**src/astt_pkg.sv**
```systemverilog
package astt_pkg;

    // Configuration register indexes and reset values
    localparam int unsigned CFG_IDX_W   = 1;
    localparam logic [CFG_IDX_W-1:0] CFG_COLUMNS = 1'd0;
    localparam logic [CFG_IDX_W-1:0] CFG_ROWS    = 1'd1;
    localparam logic [7:0] COLUMNS_RESET = 8'd128;
    localparam logic [7:0] ROWS_RESET    = 8'd48;

    // Queue between front and back
    localparam int unsigned QUEUE_DEPTH_DEF = 4;

    // Attribute constants
    localparam logic [7:0] ATTR_DEFAULT = 8'h07;
    localparam logic [7:0] ATTR_BRIGHT  = 8'h08;

    // Byte codes
    localparam logic [7:0] CH_NUL    = 8'h00;
    localparam logic [7:0] CH_BS     = 8'h08;
    localparam logic [7:0] CH_TAB    = 8'h09;
    localparam logic [7:0] CH_NL     = 8'h0A;
    localparam logic [7:0] CH_CR     = 8'h0D;
    localparam logic [7:0] CH_ESC    = 8'h1B;
    localparam logic [7:0] CH_SPACE  = 8'h20;
    localparam logic [7:0] CH_ZERO   = 8'h30;
    localparam logic [7:0] CH_NINE   = 8'h39;
    localparam logic [7:0] CH_LBRACK = 8'h5B;
    localparam logic [7:0] CH_M      = 8'h6D;

    // Tab stops every four columns
    localparam logic [2:0] TAB_STOP = 3'd4;

    typedef enum logic [1:0] {
        PM_TEXT = 2'd0,
        PM_ESC  = 2'd1,
        PM_CSI  = 2'd2
    } t_parse_mode;

    typedef enum logic [1:0] {
        KIND_CELL   = 2'd0,
        KIND_SCROLL = 2'd1,
        KIND_REPORT = 2'd2
    } t_kind;

    // One classified byte: scrolls first, then cells, then the report
    typedef struct packed {
        logic [1:0] nscroll;
        logic [2:0] ncells;
        logic [7:0] glyph;
        logic [7:0] cell_col;
        logic [7:0] cell_row;
        logic [3:0] fore;
        logic [3:0] back;
        logic [7:0] rep_col;
        logic [7:0] rep_row;
    } t_cmd;

    // Normal foreground palette
    function automatic logic [3:0] fg_normal(input logic [2:0] idx);
        logic [3:0] v;
        case (idx)
            3'd0: v = 4'd0;
            3'd1: v = 4'd4;
            3'd2: v = 4'd2;
            3'd3: v = 4'd6;
            3'd4: v = 4'd1;
            3'd5: v = 4'd5;
            3'd6: v = 4'd3;
            default: v = 4'd7;
        endcase
        return v;
    endfunction

    // Normal background palette (yellow maps to bright yellow)
    function automatic logic [3:0] bg_normal(input logic [2:0] idx);
        logic [3:0] v;
        case (idx)
            3'd0: v = 4'd0;
            3'd1: v = 4'd4;
            3'd2: v = 4'd2;
            3'd3: v = 4'd14;
            3'd4: v = 4'd1;
            3'd5: v = 4'd5;
            3'd6: v = 4'd3;
            default: v = 4'd7;
        endcase
        return v;
    endfunction

    function automatic logic [3:0] bright(input logic [2:0] idx);
        logic [3:0] v;
        case (idx)
            3'd0: v = 4'd8;
            3'd1: v = 4'd12;
            3'd2: v = 4'd10;
            3'd3: v = 4'd14;
            3'd4: v = 4'd9;
            3'd5: v = 4'd13;
            3'd6: v = 4'd11;
            default: v = 4'd15;
        endcase
        return v;
    endfunction

    // SGR code applied to the attribute; unknown codes leave it alone
    function automatic logic [7:0] sgr_apply(input logic [7:0] attr, input logic [7:0] code);
        logic [3:0] fg;
        logic [3:0] bg;
        logic [7:0] res;
        logic [7:0] off30;
        logic [7:0] off90;
        logic [7:0] off40;
        logic [7:0] off100;
        fg     = attr[3:0];
        bg     = attr[7:4];
        res    = attr;
        off30  = code - 8'd30;
        off90  = code - 8'd90;
        off40  = code - 8'd40;
        off100 = code - 8'd100;
        if (code == 8'd0 || code == 8'd28) begin
            res = ATTR_DEFAULT;
        end else if (code == 8'd1 || code == 8'd22) begin
            if (attr < ATTR_BRIGHT) res = attr + ATTR_BRIGHT;
        end else if (code == 8'd2 || code == 8'd21) begin
            if (attr > ATTR_BRIGHT) res = attr - ATTR_BRIGHT;
        end else if (code == 8'd7 || code == 8'd27) begin
            res = {fg, bg};
        end else if (code == 8'd8) begin
            res = {bg, bg};
        end else if (code >= 8'd30 && code <= 8'd37) begin
            res = {bg, fg_normal(off30[2:0])};
        end else if (code == 8'd39) begin
            res = {bg, 4'd7};
        end else if (code >= 8'd90 && code <= 8'd97) begin
            res = {bg, bright(off90[2:0])};
        end else if (code >= 8'd40 && code <= 8'd47) begin
            res = {bg_normal(off40[2:0]), fg};
        end else if (code == 8'd49) begin
            res = {4'd0, fg};
        end else if (code >= 8'd100 && code <= 8'd107) begin
            res = {bright(off100[2:0]), fg};
        end
        return res;
    endfunction

endpackage

```
**src/astt_in_if.sv**
```systemverilog
interface astt_in_if;
    logic       valid;
    logic       ready;
    logic [7:0] text_byte;

    modport source (output valid, output text_byte, input ready);
    modport sink   (input valid, input text_byte, output ready);
endinterface

```
**src/astt_out_if.sv**
```systemverilog
interface astt_out_if;
    logic       valid;
    logic       ready;
    logic [1:0] kind;
    logic [7:0] glyph;
    logic [7:0] col;
    logic [7:0] row;
    logic [3:0] fore;
    logic [3:0] back;
    logic       last;

    modport source (output valid, output kind, output glyph, output col, output row,
                    output fore, output back, output last, input ready);
    modport sink   (input valid, input kind, input glyph, input col, input row,
                    input fore, input back, input last, output ready);
endinterface

```
**src/astt_front.sv**
```systemverilog
module astt_front import astt_pkg::*; (
    input  logic                 i_clk,
    input  logic                 i_rst_n,
    input  logic                 i_cfg_we,
    input  logic [CFG_IDX_W-1:0] i_cfg_idx,
    input  logic [7:0]           i_cfg_data,
    astt_in_if.sink              i_in,
    input  logic                 i_q_full,
    output logic                 o_push,
    output t_cmd                 o_cmd
);

    logic [7:0]  r_columns;
    logic [7:0]  r_rows;
    logic [7:0]  r_col, n_col;
    logic [7:0]  r_row, n_row;
    logic [7:0]  r_attr, n_attr;
    t_parse_mode r_mode, n_mode;
    logic [7:0]  r_num, n_num;
    logic        r_done, n_done;

    logic        accept;
    logic [7:0]  c;
    logic        wrap;
    logic        w_scroll;
    logic [7:0]  w_col;
    logic [7:0]  w_row;
    logic        nl_scroll;
    logic [11:0] num_wide;
    logic [7:0]  digit;
    logic        is_digit;
    t_cmd        cmd;

    assign c        = i_in.text_byte;
    assign i_in.ready = !i_q_full;
    assign accept   = i_in.valid && !i_q_full;
    assign o_push   = accept;
    assign o_cmd    = cmd;

    // Decimal accumulator, saturating at 255
    assign digit    = c - CH_ZERO;
    assign is_digit = (c >= CH_ZERO) && (c <= CH_NINE);
    assign num_wide = {4'd0, r_num} * 12'd10 + {4'd0, digit};

    // Wrap check ahead of any printed byte
    always_comb begin
        wrap     = ({1'b0, r_col} + 9'd1) >= {1'b0, r_columns};
        w_scroll = 1'b0;
        w_col    = r_col;
        w_row    = r_row;
        if (wrap) begin
            w_col = 8'd0;
            if (r_row < r_rows) begin
                w_row = r_row + 8'd1;
            end else begin
                w_scroll = 1'b1;
                w_row    = r_rows;
            end
        end
    end

    // Parser and cursor rules
    always_comb begin
        n_col     = r_col;
        n_row     = r_row;
        n_attr    = r_attr;
        n_mode    = r_mode;
        n_num     = r_num;
        n_done    = r_done;
        nl_scroll = 1'b0;
        cmd       = '0;
        cmd.fore  = r_attr[3:0];
        cmd.back  = r_attr[7:4];
        case (r_mode)
            PM_ESC: begin
                if (c == CH_LBRACK) begin
                    n_mode = PM_CSI;
                    n_num  = 8'd0;
                    n_done = 1'b0;
                end else begin
                    n_mode = PM_TEXT;
                end
            end
            PM_CSI: begin
                if (c == CH_M) begin
                    n_attr = sgr_apply(r_attr, r_num);
                    n_mode = PM_TEXT;
                end else if (!r_done && is_digit) begin
                    n_num = (num_wide > 12'd255) ? 8'd255 : num_wide[7:0];
                end else begin
                    n_done = 1'b1;
                end
            end
            default: begin
                n_mode = PM_TEXT;
                if (c == CH_ESC) begin
                    n_mode = PM_ESC;
                end else if (c != CH_NUL) begin
                    n_col        = w_col;
                    n_row        = w_row;
                    cmd.cell_col = w_col;
                    cmd.cell_row = w_row;
                    if (c == CH_NL) begin
                        if (w_row >= r_rows) begin
                            nl_scroll = 1'b1;
                            n_row     = r_rows;
                        end else begin
                            n_row = w_row + 8'd1;
                        end
                        n_col = 8'd0;
                    end else if (c == CH_CR) begin
                        n_col = 8'd0;
                    end else if (c == CH_BS) begin
                        cmd.ncells = 3'd1;
                        cmd.glyph  = CH_SPACE;
                        if (w_col == 8'd0) begin
                            if (w_row > 8'd0) n_row = w_row - 8'd1;
                        end else begin
                            n_col = w_col - 8'd1;
                        end
                    end else if (c == CH_TAB) begin
                        cmd.ncells = TAB_STOP - {1'b0, w_col[1:0]};
                        cmd.glyph  = CH_SPACE;
                        n_col      = w_col + {5'd0, cmd.ncells};
                    end else begin
                        cmd.ncells = 3'd1;
                        cmd.glyph  = c;
                        n_col      = w_col + 8'd1;
                    end
                end
            end
        endcase
        cmd.nscroll = (r_mode != PM_ESC && r_mode != PM_CSI && c != CH_ESC && c != CH_NUL)
                    ? ({1'b0, w_scroll} + {1'b0, nl_scroll}) : 2'd0;
        cmd.rep_col = n_col;
        cmd.rep_row = n_row;
    end

    // Configuration registers
    always_ff @(posedge i_clk) begin
        if (!i_rst_n) begin
            r_columns <= COLUMNS_RESET;
            r_rows    <= ROWS_RESET;
        end else if (i_cfg_we) begin
            case (i_cfg_idx)
                CFG_COLUMNS: r_columns <= i_cfg_data;
                CFG_ROWS:    r_rows    <= i_cfg_data;
                default:     ;
            endcase
        end
    end

    // Terminal state
    always_ff @(posedge i_clk) begin
        if (!i_rst_n) begin
            r_col  <= 8'd0;
            r_row  <= 8'd0;
            r_attr <= ATTR_DEFAULT;
            r_mode <= PM_TEXT;
            r_num  <= 8'd0;
            r_done <= 1'b0;
        end else if (accept) begin
            r_col  <= n_col;
            r_row  <= n_row;
            r_attr <= n_attr;
            r_mode <= n_mode;
            r_num  <= n_num;
            r_done <= n_done;
        end
    end

endmodule

```
**src/astt_queue.sv**
```systemverilog
module astt_queue import astt_pkg::*; #(
    parameter int unsigned DEPTH = QUEUE_DEPTH_DEF
) (
    input  logic i_clk,
    input  logic i_rst_n,
    input  logic i_push,
    input  t_cmd i_data,
    output logic o_full,
    input  logic i_pop,
    output logic o_valid,
    output t_cmd o_data
);

    localparam int unsigned AW = (DEPTH > 1) ? $clog2(DEPTH) : 1;
    localparam int unsigned CW = $clog2(DEPTH + 1);
    localparam logic [AW-1:0] LAST_PTR = AW'(DEPTH - 1);
    localparam logic [CW-1:0] FULL_CNT = CW'(DEPTH);

    t_cmd          r_mem [DEPTH];
    logic [AW-1:0] r_wp;
    logic [AW-1:0] r_rp;
    logic [CW-1:0] r_cnt;
    logic          do_push;
    logic          do_pop;

    assign o_full  = (r_cnt == FULL_CNT);
    assign o_valid = (r_cnt != '0);
    assign o_data  = r_mem[r_rp];
    assign do_push = i_push && !o_full;
    assign do_pop  = i_pop && o_valid;

    // Entry storage
    always_ff @(posedge i_clk) begin
        if (do_push) r_mem[r_wp] <= i_data;
    end

    // Pointers and fill count
    always_ff @(posedge i_clk) begin
        if (!i_rst_n) begin
            r_wp  <= '0;
            r_rp  <= '0;
            r_cnt <= '0;
        end else begin
            if (do_push) r_wp <= (r_wp == LAST_PTR) ? '0 : r_wp + AW'(1);
            if (do_pop)  r_rp <= (r_rp == LAST_PTR) ? '0 : r_rp + AW'(1);
            case ({do_push, do_pop})
                2'b10:   r_cnt <= r_cnt + CW'(1);
                2'b01:   r_cnt <= r_cnt - CW'(1);
                default: ;
            endcase
        end
    end

endmodule

```
**src/astt_back.sv**
```systemverilog
module astt_back import astt_pkg::*; (
    input  logic       i_clk,
    input  logic       i_rst_n,
    input  logic       i_q_valid,
    input  t_cmd       i_q_data,
    output logic       o_pop,
    astt_out_if.source o_out
);

    logic       r_busy;
    t_cmd       r_work;
    logic       r_o_valid;
    t_kind      r_o_kind;
    logic [7:0] r_o_glyph;
    logic [7:0] r_o_col;
    logic [7:0] r_o_row;
    logic [3:0] r_o_fore;
    logic [3:0] r_o_back;
    logic       r_o_last;

    logic       load;
    logic       emit;
    logic       is_report;

    assign load      = !r_o_valid || o_out.ready;
    assign emit      = r_busy && load;
    assign is_report = (r_work.nscroll == 2'd0) && (r_work.ncells == 3'd0);
    assign o_pop     = i_q_valid && (!r_busy || (emit && is_report));

    assign o_out.valid = r_o_valid;
    assign o_out.kind  = r_o_kind;
    assign o_out.glyph = r_o_glyph;
    assign o_out.col   = r_o_col;
    assign o_out.row   = r_o_row;
    assign o_out.fore  = r_o_fore;
    assign o_out.back  = r_o_back;
    assign o_out.last  = r_o_last;

    // Working command: take the next one as the report goes out
    always_ff @(posedge i_clk) begin
        if (!i_rst_n) begin
            r_busy <= 1'b0;
        end else if (o_pop) begin
            r_busy <= 1'b1;
        end else if (emit && is_report) begin
            r_busy <= 1'b0;
        end
    end

    always_ff @(posedge i_clk) begin
        if (o_pop) begin
            r_work <= i_q_data;
        end else if (emit) begin
            if (r_work.nscroll != 2'd0) begin
                r_work.nscroll <= r_work.nscroll - 2'd1;
            end else if (r_work.ncells != 3'd0) begin
                r_work.ncells   <= r_work.ncells - 3'd1;
                r_work.cell_col <= r_work.cell_col + 8'd1;
            end
        end
    end

    // Output register
    always_ff @(posedge i_clk) begin
        if (!i_rst_n) begin
            r_o_valid <= 1'b0;
        end else if (load) begin
            r_o_valid <= r_busy;
        end
    end

    always_ff @(posedge i_clk) begin
        if (emit) begin
            r_o_glyph <= 8'd0;
            r_o_col   <= 8'd0;
            r_o_row   <= 8'd0;
            r_o_fore  <= 4'd0;
            r_o_back  <= 4'd0;
            r_o_last  <= 1'b0;
            if (r_work.nscroll != 2'd0) begin
                r_o_kind <= KIND_SCROLL;
            end else if (r_work.ncells != 3'd0) begin
                r_o_kind  <= KIND_CELL;
                r_o_glyph <= r_work.glyph;
                r_o_col   <= r_work.cell_col;
                r_o_row   <= r_work.cell_row;
                r_o_fore  <= r_work.fore;
                r_o_back  <= r_work.back;
            end else begin
                r_o_kind <= KIND_REPORT;
                r_o_col  <= r_work.rep_col;
                r_o_row  <= r_work.rep_row;
                r_o_last <= 1'b1;
            end
        end
    end

endmodule

```
**src/ansi_sgr_text_terminal_unit.sv**
```systemverilog
// Text terminal with cursor rules and SGR color escapes.
// Results pass through the command queue, the working command and the output register.
// One byte accepted per cycle while the command queue has room; the back end sends one
// result per cycle while the output is ready; a byte makes 1 to 6 results (tab most).
// Reset (synchronous, active low): cursor 0,0, attribute 0x07, parser idle, width 128,
// last row 48, queue and output emptied.
module ansi_sgr_text_terminal_unit import astt_pkg::*; #(
    parameter int unsigned QUEUE_DEPTH = QUEUE_DEPTH_DEF
) (
    input  logic                 i_clk,
    input  logic                 i_rst_n,
    input  logic                 i_cfg_we,
    input  logic [CFG_IDX_W-1:0] i_cfg_idx,
    input  logic [7:0]           i_cfg_data,
    astt_in_if.sink              i_in,
    astt_out_if.source           o_out
);

    logic push;
    logic full;
    logic pop;
    logic q_valid;
    t_cmd cmd_in;
    t_cmd cmd_out;

    astt_front u_front (
        .i_clk      (i_clk),
        .i_rst_n    (i_rst_n),
        .i_cfg_we   (i_cfg_we),
        .i_cfg_idx  (i_cfg_idx),
        .i_cfg_data (i_cfg_data),
        .i_in       (i_in),
        .i_q_full   (full),
        .o_push     (push),
        .o_cmd      (cmd_in)
    );

    astt_queue #(
        .DEPTH (QUEUE_DEPTH)
    ) u_queue (
        .i_clk   (i_clk),
        .i_rst_n (i_rst_n),
        .i_push  (push),
        .i_data  (cmd_in),
        .o_full  (full),
        .i_pop   (pop),
        .o_valid (q_valid),
        .o_data  (cmd_out)
    );

    astt_back u_back (
        .i_clk     (i_clk),
        .i_rst_n   (i_rst_n),
        .i_q_valid (q_valid),
        .i_q_data  (cmd_out),
        .o_pop     (pop),
        .o_out     (o_out)
    );

endmodule

```
**src/flat_wrapper.sv**
```systemverilog
// flat-port wrapper written by rule: the top's interface ports become plain ports
module ansi_sgr_text_terminal_unit_flat import astt_pkg::*;
#(
    parameter int unsigned QUEUE_DEPTH = QUEUE_DEPTH_DEF
)
  (i_clk, i_rst_n, i_cfg_we, i_cfg_idx, i_cfg_data, i_in_valid, i_in_text_byte, i_in_ready, o_out_valid, o_out_kind, o_out_glyph, o_out_col, o_out_row, o_out_fore, o_out_back, o_out_last, o_out_ready);
  astt_in_if i_in_i ();
  astt_out_if o_out_i ();
  input  logic i_clk;
  input  logic i_rst_n;
  input  logic i_cfg_we;
  input  logic [CFG_IDX_W-1:0] i_cfg_idx;
  input  logic [7:0] i_cfg_data;
  input wire logic [$bits(i_in_i.valid)-1:0] i_in_valid;
  input wire logic [$bits(i_in_i.text_byte)-1:0] i_in_text_byte;
  output wire logic [$bits(i_in_i.ready)-1:0] i_in_ready;
  output wire logic [$bits(o_out_i.valid)-1:0] o_out_valid;
  output wire logic [$bits(o_out_i.kind)-1:0] o_out_kind;
  output wire logic [$bits(o_out_i.glyph)-1:0] o_out_glyph;
  output wire logic [$bits(o_out_i.col)-1:0] o_out_col;
  output wire logic [$bits(o_out_i.row)-1:0] o_out_row;
  output wire logic [$bits(o_out_i.fore)-1:0] o_out_fore;
  output wire logic [$bits(o_out_i.back)-1:0] o_out_back;
  output wire logic [$bits(o_out_i.last)-1:0] o_out_last;
  input wire logic [$bits(o_out_i.ready)-1:0] o_out_ready;
  assign i_in_i.valid = i_in_valid;
  assign i_in_i.text_byte = i_in_text_byte;
  assign i_in_ready = i_in_i.ready;
  assign o_out_valid = o_out_i.valid;
  assign o_out_kind = o_out_i.kind;
  assign o_out_glyph = o_out_i.glyph;
  assign o_out_col = o_out_i.col;
  assign o_out_row = o_out_i.row;
  assign o_out_fore = o_out_i.fore;
  assign o_out_back = o_out_i.back;
  assign o_out_last = o_out_i.last;
  assign o_out_i.ready = o_out_ready;
  ansi_sgr_text_terminal_unit #(.QUEUE_DEPTH(QUEUE_DEPTH)) u_core (.i_clk(i_clk), .i_rst_n(i_rst_n), .i_cfg_we(i_cfg_we), .i_cfg_idx(i_cfg_idx), .i_cfg_data(i_cfg_data), .i_in(i_in_i), .o_out(o_out_i));
endmodule
```
**config.mk**
```make
export PLATFORM = sky130hd
export DESIGN_NAME = ansi_sgr_text_terminal_unit_flat
export DESIGN_NICKNAME = d
export VERILOG_FILES = /design/src/astt_pkg.sv /design/src/astt_in_if.sv /design/src/astt_out_if.sv /design/src/astt_front.sv /design/src/astt_queue.sv /design/src/astt_back.sv /design/src/ansi_sgr_text_terminal_unit.sv /design/src/flat_wrapper.sv
export SDC_FILE = /design/constraint.sdc
export NUM_CORES = 1
export LEC_CHECK = 0
export BUFFER_PORTS_ARGS = -buffer_cell sky130_fd_sc_hd__clkbuf_2
export CAP_MARGIN = 25
export CORE_MARGIN = 1
export CORE_UTILIZATION = 40
export DETAILED_ROUTE_END_ITERATION = 6
export HOLD_SLACK_MARGIN = 0.02
export PLACE_DENSITY = 0.65
export SYNTH_ARGS = -nofsm -noshare
export SYNTH_HDL_FRONTEND = slang
export SYNTH_SLANG_ARGS = --single-unit
```
**constraint.sdc**
```tcl
create_clock -name i_clk -period 10.5 [get_ports i_clk]
set_input_delay 2.1 -clock i_clk [delete_from_list [all_inputs] [get_ports i_clk]]
set_output_delay 2.1 -clock i_clk [all_outputs]
set_load 0.02 [all_outputs]
```
==> flow_summary_export.csv, run 1 <==
group,metric,value,unit
outcome,status,"finished clean",
route,wl_per_cell,18.9,um
global_routing,grt_max_degree,54,
floorplan,core_area,43000,um^2
cells_and_area,stdcell_count,2007,
clock_tree,cts_setup_buffers,0,
placement,hpwl,25500,um
timing,final_hold_viol_count,0,
timing,fin_crit_sh,54.1,%
placement,place_congestion,0.877,
floorplan,ios,59,
synth,muxShareOfSynthArea,7.76,%
min_path,hold_path.class,"reg2reg",
critical_path,crit_arrival,5940,ps
placement,placed_area,18300,um^2
critical_path,worst-setup-path-type,"reg2reg",
job,maxCapViolCount,0,
global_routing,grt_pass1_wl,61200,um
synth,yosysSeqAreaShare,58.7,%
clock_tree,clk_path_buf_depth,3,
synth,async_flop_share,0,%
critical_path,reg2regPathDepth,24,
synth,yosysWarnings,0,
timing,final.setup.tns,0,ps
cells_and_area,stdcell_area,19500,um^2
global_routing,antenna_found_initial,1,
timing,setup_viol,0,
synth,synth_enable_flop_cells,299,
min_path,hold_depth,2,
floorplan,rows,76,
synth,synthSimpleGateAreaFrac,11.1,%
timing,fin_ws,4820,ps
timing,min_period,5680,ps
cells_and_area,area_growth,12.2,%
power,ir_worst_vdd,147,uV
clock_tree,cts_htree_levels,2,
timing,finalClockSkew,12.1,ps
route,drc,0,
power,p_leak,6.89,nW
timing,slew_headroom,33.1,%
clock_tree,ctsResizeCount,0,
floorplan,initial_core_util,40.5,%
synth,syn_inst,1352,
route,vias,11000,
synth,syn_area,17400,um^2
cells_and_area,n_antenna_cell,0,
route,via_per_inst,5.49,
synth,synth_top_family_by_area,"compound AO/OA/AOI/OAI gates",
floorplan,die-area,44300,um^2
power,power_density,247,nW/um^2
global_routing,grt.total_usage,17.4,%
synth,synthAdderAreaFrac,5.41,%
timing,max_freq,176,MHz
global_routing,overflow,0,
cells_and_area,drive_gt1_share,15.8,%
clock_tree,cts.clk_slew.worst_paths,60,ps
synth,avgSynthCellArea,12.9,um^2
synth,synth_flop_cell,"edfxtp_1",
synth,ys_ff_latch,361,
placement,placed_cells_incl_taps,1938,
critical_path,crit_path_max_fanout,30,
timing,slew_viol_final,0,
cells_and_area,utilization,45.4,%
clock_tree,numCtsBuffers,38,
synth,synth_nets,1445,
critical_path,crit_path_end_kind,"flop",
timing,rsz0062_at_grt,"no",
clock_tree,cts_sinks,361,
floorplan,fp.dieW,211,um
critical_path,start_kind,"flop",
route,dr.pass1.iters,5,
cells_and_area,final_nets,1486,
timing,worst_slew_pin_slew,1000,ps
clock_tree,tritoncts,"yes",
synth,synthXorXnorAreaFrac,2.06,%
route,drtIter0Drc,905,
clock_tree,ctsHoldBuffers,0,
route,routed_wl,38000,um
clock_tree,worstSkewPairLatency,530,ps
clock_tree,root_buffer,"clkbuf_16",
critical_path,critPathRequiredTime,10770,ps
global_routing,grt_pass1_vias,11000,
synth,ys_types,92,
floorplan,chipHeight,211,um
placement,portBuffers,58,
synth,synth_compound_area_share,11.8,%
placement,preCtsSetupSlack,4880,ps
route,ant_nets,0,
cells_and_area,fill_cells,3880,
[sequential cells by signal, indices dropped and copies added (netlist names), 3 cells and up, named ones only]
| register | count |
|---|---|
| u_core.u_back.o_out.back | 4 |
| u_core.u_front.r_row | 8 |
| u_core.u_front.r_attr | 8 |
| u_core.u_back.o_out.glyph | 8 |
| u_core.u_front.r_col | 8 |
| u_core.u_queue.r_mem | 212 |
| u_core.u_front.r_rows | 8 |
| u_core.u_back.r_work | 53 |
| u_core.u_back.o_out.row | 8 |
| u_core.u_front.r_num | 8 |
| u_core.u_back.o_out.col | 8 |
| u_core.u_front.r_columns | 8 |
| u_core.u_back.o_out.fore | 4 |
| u_core.u_queue.r_cnt | 3 |
[final timing paths]
| check | start | end | slack, ps |
|---|---|---|---|
| min | u_core.u_front.r_columns[6]$_SDFFE_PN0P_ | u_core.u_front.r_columns[6]$_SDFFE_PN0P_ | 460 |
| max reg2reg | u_core.u_front.r_col[0]$_SDFFE_PN0P_ | u_core.u_queue.r_mem[0][14]$_DFFE_PP_ | 4820 |
| max | u_core.u_front.r_col[0]$_SDFFE_PN0P_ | u_core.u_queue.r_mem[0][14]$_DFFE_PP_ | 4820 |
| min reg2reg | u_core.u_front.r_columns[6]$_SDFFE_PN0P_ | u_core.u_front.r_columns[6]$_SDFFE_PN0P_ | 460 |
[power by group]
part / internal, W / total [W] / switching (W)
logic: 0.000507 / 0.00132 / 0.000809
clock network: 0.000776 / 0.00134 / 0.000560
registers: 0.00200 / 0.00217 / 0.000161
total: 0.00329 / 0.00482 / 0.00153
[placed cells by master, fill, tap and decap left out, types with 16 or more instances in the layout]
master / count
and3_1: 34
edfxtp_1: 299
xnor2_1: 28
a21oi_1: 89
nand2b_1: 19
inv_1: 61
clkbuf_2: 58
dfxtp_1: 60
nor2_1: 91
mux4_2: 53
clkbuf_16: 39
a22o_1: 16
o21ai_0: 38
ha_1: 68
nor3_1: 19
nand2_1: 112
nand3_1: 28
o211ai_1: 17
[synth_stat cells (10+ instances only)]
library cell | count | area share [%]
a21oi_1 | 89 | 2.6
a22o_1 | 16 | 0.81
a31oi_1 | 11 | 0.40
a32oi_1 | 12 | 0.60
and2_1 | 11 | 0.40
and3_1 | 38 | 1.4
clkbuf_1 | 50 | 1.1
dfxtp_1 | 62 | 7.1
edfxtp_1 | 299 | 52
ha_1 | 68 | 4.9
inv_1 | 61 | 1.3
mux2i_1 | 10 | 0.58
mux4_2 | 53 | 6.9
nand2_1 | 112 | 2.4
nand2b_1 | 19 | 0.68
nand3_1 | 28 | 0.81
nor2_1 | 91 | 2.0
nor2b_1 | 13 | 0.47
nor3_1 | 20 | 0.58
o211ai_1 | 17 | 0.73
o21ai_0 | 38 | 1.1
xnor2_1 | 28 | 1.4
xor2_1 | 13 | 0.65
[per-stage QoR]
stage	total power, W	hold slack [ps]
2_1_floorplan	0.00313	436
3_3_place_gp	0.00350	448
3_5_place_dp	0.00353	452
4_1_cts	0.00486	460
5_1_grt	0.00507	480
6_report	0.00482	456
[cell families after synthesis]
logic type	after synthesis
simple gates	384
flops	361
compound gates	289
buf+inv	135
fa+ha+maj	74
mux	68
xor+xnor	41
[layer usage]
layer  routed length (um)  vias up  GRT usage [%]
li1                     -     5266              -
met1                17900     5391           24.4
met2                17200      303           27.6
met3                 1980       61           2.73
met4                  928        2           5.37
met5                   17        -              0
[critical path: stages, from the launching register on]
cell and delay, ps:
dfxtp_1 510, ha_1 260, nand3_1 130, nor2_1 150
xor2_1 190, ha_1 280, a21oi_1 130, nand2_1 80
a211oi_2 210, buf_4 250, and2_1 150, buf_4 350
nand2_1 240, ha_1 350, inv_1 50, nor4_2 480
xnor2_1 140, ha_1 210, a41oi_1 360, a21oi_1 130
o21bai_1 250, nor2_1 80, xnor2_1 140, o21ai_0 160
nand2_1 120
[final cells by class]
| class | count | area, um^2 | share of cell area [%] |
|---|---|---|---|
| inverter | 66 | 248 | 1.27 |
| clock inverter | 24 | 235 | 1.21 |
| timing repair buffer | 70 | 380 | 1.95 |
| clock buffer | 45 | 1020 | 5.22 |
| multi-input combinational | 856 | 6680 | 34.2 |
| tap | 585 | 732 | 3.75 |
| sequential | 361 | 10200 | 52.4 |
No activity file was read; power rests on OpenSTA's default activity.
==> run 2: changes to the inputs <==
--- a/config.mk
+++ b/config.mk
@@ -11,7 +11,7 @@
 export CORE_UTILIZATION = 40
 export DETAILED_ROUTE_END_ITERATION = 6
 export HOLD_SLACK_MARGIN = 0.02
-export PLACE_DENSITY = 0.65
+export PLACE_DENSITY = 0.68
 export SYNTH_ARGS = -nofsm -noshare
 export SYNTH_HDL_FRONTEND = slang
 export SYNTH_SLANG_ARGS = --single-unit
==> constraint.sdc (replaced) <==
create_clock -name i_clk -period 4.7 [get_ports i_clk]
set_input_delay 0.94 -clock i_clk [delete_from_list [all_inputs] [get_ports i_clk]]
set_output_delay 0.94 -clock i_clk [all_outputs]
set_load 0.02 [all_outputs]
==> run 2 against run 1 <==
  * Core utilization is 1.0 points higher
  * First-iteration DRC count is 2.5% lower
  * Worst setup slack worse by 4500 ps
  * Wire length is 3.5% higher
  * Sequential power is 120% higher
  * Power is 130% higher
  * Cell area is 2.2% higher
  * Non-clock buffer count is 55 higher
  * Cell count is 2.7% higher
  * Critical path type unchanged
==> flow_summary_export.csv, run 2 (same netlist as run 1, synthesis figures left out) <==
group,metric,value,unit
placement,placed_area,18600,um^2
placement,place_congestion,0.905,
clock_tree,tritoncts,"yes",
cells_and_area,area_growth,14.7,%
cells_and_area,stdcell_area,20000,um^2
critical_path,crit_chain,"buf_4, nand3_2, nor2_1, xor2_1, ha_1, nand3_1, nand2_1, a211oi_4, buf_6, buf_4, buf_4, a32oi_1, o22ai_2, inv_2, ha_1, inv_1, nor2_1, a31oi_1, o311ai_1, nand2_1, buf_2, and3_1, o32a_1, a21oi_2",
power,ir_worst_vdd,274,uV
timing,min_period,4420,ps
route,vias,11400,
cells_and_area,largest_reg_flops,212,
outcome,status,"finished clean",
clock_tree,clk_path_buf_depth,3,
route,ant_nets,0,
critical_path,crit_start,"u_core.u_front.r_col[1]$_SDFFE_PN0P_",
route,dr.pass1.iters,5,
floorplan,chipHeight,211,um
global_routing,grt_busiest_layer,"met2",
cells_and_area,final_nets,1541,
critical_path,critPathRequiredTime,5050,ps
power,power_density,547,nW/um^2
global_routing,grt.total_usage,17.7,%
timing,fin_ws,283,ps
route,wl_per_cell,19.1,um
min_path,hold_path.class,"reg2reg",
job,maxCapViolCount,0,
cells_and_area,drive_gt1_share,19.6,%
critical_path,reg2regPathDepth,24,
clock_tree,cts.clk_slew.worst_paths,60,ps
critical_path,crit_path_end_kind,"flop",
critical_path,cpMaxStageDelayCell,"o32a_1",
floorplan,ios,59,
critical_path,slowest_delay,360,ps
clock_tree,worstSkewPairLatency,530,ps
critical_path,critPathCapture,"u_core.u_queue.r_mem[3][7]$_DFFE_PP_",
global_routing,grtUsageMet1,24.8,%
timing,fin_crit_sh,94.0,%
placement,placed_cells_incl_taps,1983,
power,totalPowerFinal,0.0109,W
global_routing,use_met2,27.9,%
timing,finalClockSkew,15.9,ps
critical_path,r2r_end,"u_core.u_queue.r_mem[3][7]$_DFFE_PP_",
timing,final_hold_viol_count,0,
floorplan,die-area,44300,um^2
clock_tree,root_buffer,"clkbuf_16",
placement,preCtsSetupSlack,206,ps
critical_path,crit_top_cell,"buf_4",
timing,worst_slew_pin_slew,966,ps
global_routing,grt_pass1_vias,11100,
route,drtIter0Drc,882,
critical_path,crit_arrival,4770,ps
timing,slew_viol_final,0,
floorplan,core_area,43000,um^2
clock_tree,cts_htree_levels,2,
floorplan,fp.dieW,211,um
cells_and_area,fill_cells,3884,
route,via_per_inst,5.52,
critical_path,r2r_slack,280,ps
critical_path,crit_path_max_fanout,8,
route,drc,0,
global_routing,overflow,0,
global_routing,grt_pass1_wl,61600,um
floorplan,rows,76,
cells_and_area,largest_registers,"u_core.u_queue.r_mem x212, u_core.u_back.r_work x53",
floorplan,initial_core_util,40.5,%
global_routing,grtUsageMet3,3.59,%
route,routed_wl,39300,um
timing,slew_headroom,35.6,%
placement,hpwl,26900,um
cells_and_area,most-common-layout-cells,"edfxtp_1 (299), nand2_1 (112), nor2_1 (89), a21oi_1 (86), ha_1 (67)",
critical_path,r2r_start,"u_core.u_front.r_col[1]$_SDFFE_PN0P_",
global_routing,antenna_found_initial,2,
power,p_leak,7.16,nW
critical_path,start_kind,"flop",
cells_and_area,stdcell_count,2062,
timing,setup_viol,0,
timing,max_freq,226,MHz
clock_tree,cts_sinks,361,
placement,portBuffers,58,
clock_tree,numCtsBuffers,37,
cells_and_area,mostFrequentLayoutCell,"edfxtp_1",
cells_and_area,largest-register,"u_core.u_queue.r_mem",
global_routing,grt_max_degree,54,
critical_path,worst-setup-path-type,"reg2reg",
## run 2: cell count changes in the layout (fill, tap and decap cells not counted), moves of 3 or more
cell | before | now
a21oi_2 | 0 | 3
clkinvlp_4 | 4 | 1
a21oi_1 | 89 | 86
clkinv_1 | 6 | 11
dfxtp_2 | 0 | 4
dfxtp_1 | 60 | 56
buf_4 | 12 | 64
## run 2: worst min path at each step
stage	start	end	slack, ps	depth (start not counted)
final	u_core.u_front.r_columns[4]$_SDFFE_PN0P_	u_core.u_front.r_columns[4]$_SDFFE_PN0P_	460	2
after global routing	u_core.u_front.r_columns[1]$_SDFFE_PN0P_	u_core.u_front.r_columns[1]$_SDFFE_PN0P_	490	2
after CTS	u_core.u_front.r_columns[4]$_SDFFE_PN0P_	u_core.u_front.r_columns[4]$_SDFFE_PN0P_	460	2
after detailed placement	u_core.u_front.r_columns[4]$_SDFFE_PN0P_	u_core.u_front.r_columns[4]$_SDFFE_PN0P_	450	2
after global placement	u_core.u_front.r_columns[6]$_SDFFE_PN0P_	u_core.u_front.r_columns[6]$_SDFFE_PN0P_	450	2
after floorplan	u_core.u_front.r_columns[1]$_SDFFE_PN0P_	u_core.u_front.r_columns[1]$_SDFFE_PN0P_	440	2
## run 2: metrics by stage
step	utilization, %	hold slack, ps	TNS, ps
final	46.4	456	0
after global routing	46.4	486	-75.9
after CTS	46.1	457	0
after detailed placement	43.3	448	0
after global placement	43.3	450	0
after floorplan	-	436	0
## run 2: layout make-up
class | instances | area, um^2 | area share (%)
clock inverter | 25 | 213 | 1.07
sequential | 361 | 10200 | 51.3
clock buffer | 42 | 987 | 4.95
timing repair buffer | 125 | 798 | 4.00
inverter | 66 | 248 | 1.24
multi-input combinational | 857 | 6740 | 33.8
tap | 585 | 732 | 3.67
antenna | 1 | 2.50 | 0.0125
## run 2: routing by layer
metal,wire (um),part of all wire (%),vias to the layer above
met5,27,0.069,-
met4,820,2.1,4
met3,2520,6.4,69
met2,18100,46,356
met1,17900,45,5589
li1,-,-,5361
## run 2: timing repair
item | in CTS | in global routing
endpoints found under the hold margin | 0 | 0
gates resized for setup | 0 | 19
setup buffers | 0 | 9
hold buffers | 0 | 0
endpoints found under the setup margin | 0 | 58
## run 2: critical path: cells and delay by family, from the launching register on
family,cells,cell delay (ps)
DFF,1,350
AOI/OAI and AO/OA,7,1320
buffers and inverters,7,910
xor gates and xnor gates,1,190
and+or+nand+nor,7,900
adders and majority gates,2,560
## run 2: where the power goes
part	switching (W)	total, W	leakage, nW	internal [W]
clock network	0.00122	0.00291	0.588	0.00168
logic	0.00184	0.00313	3.30	0.00129
registers	0.000397	0.00487	3.27	0.00448
total	0.00346	0.0109	7.16	0.00745
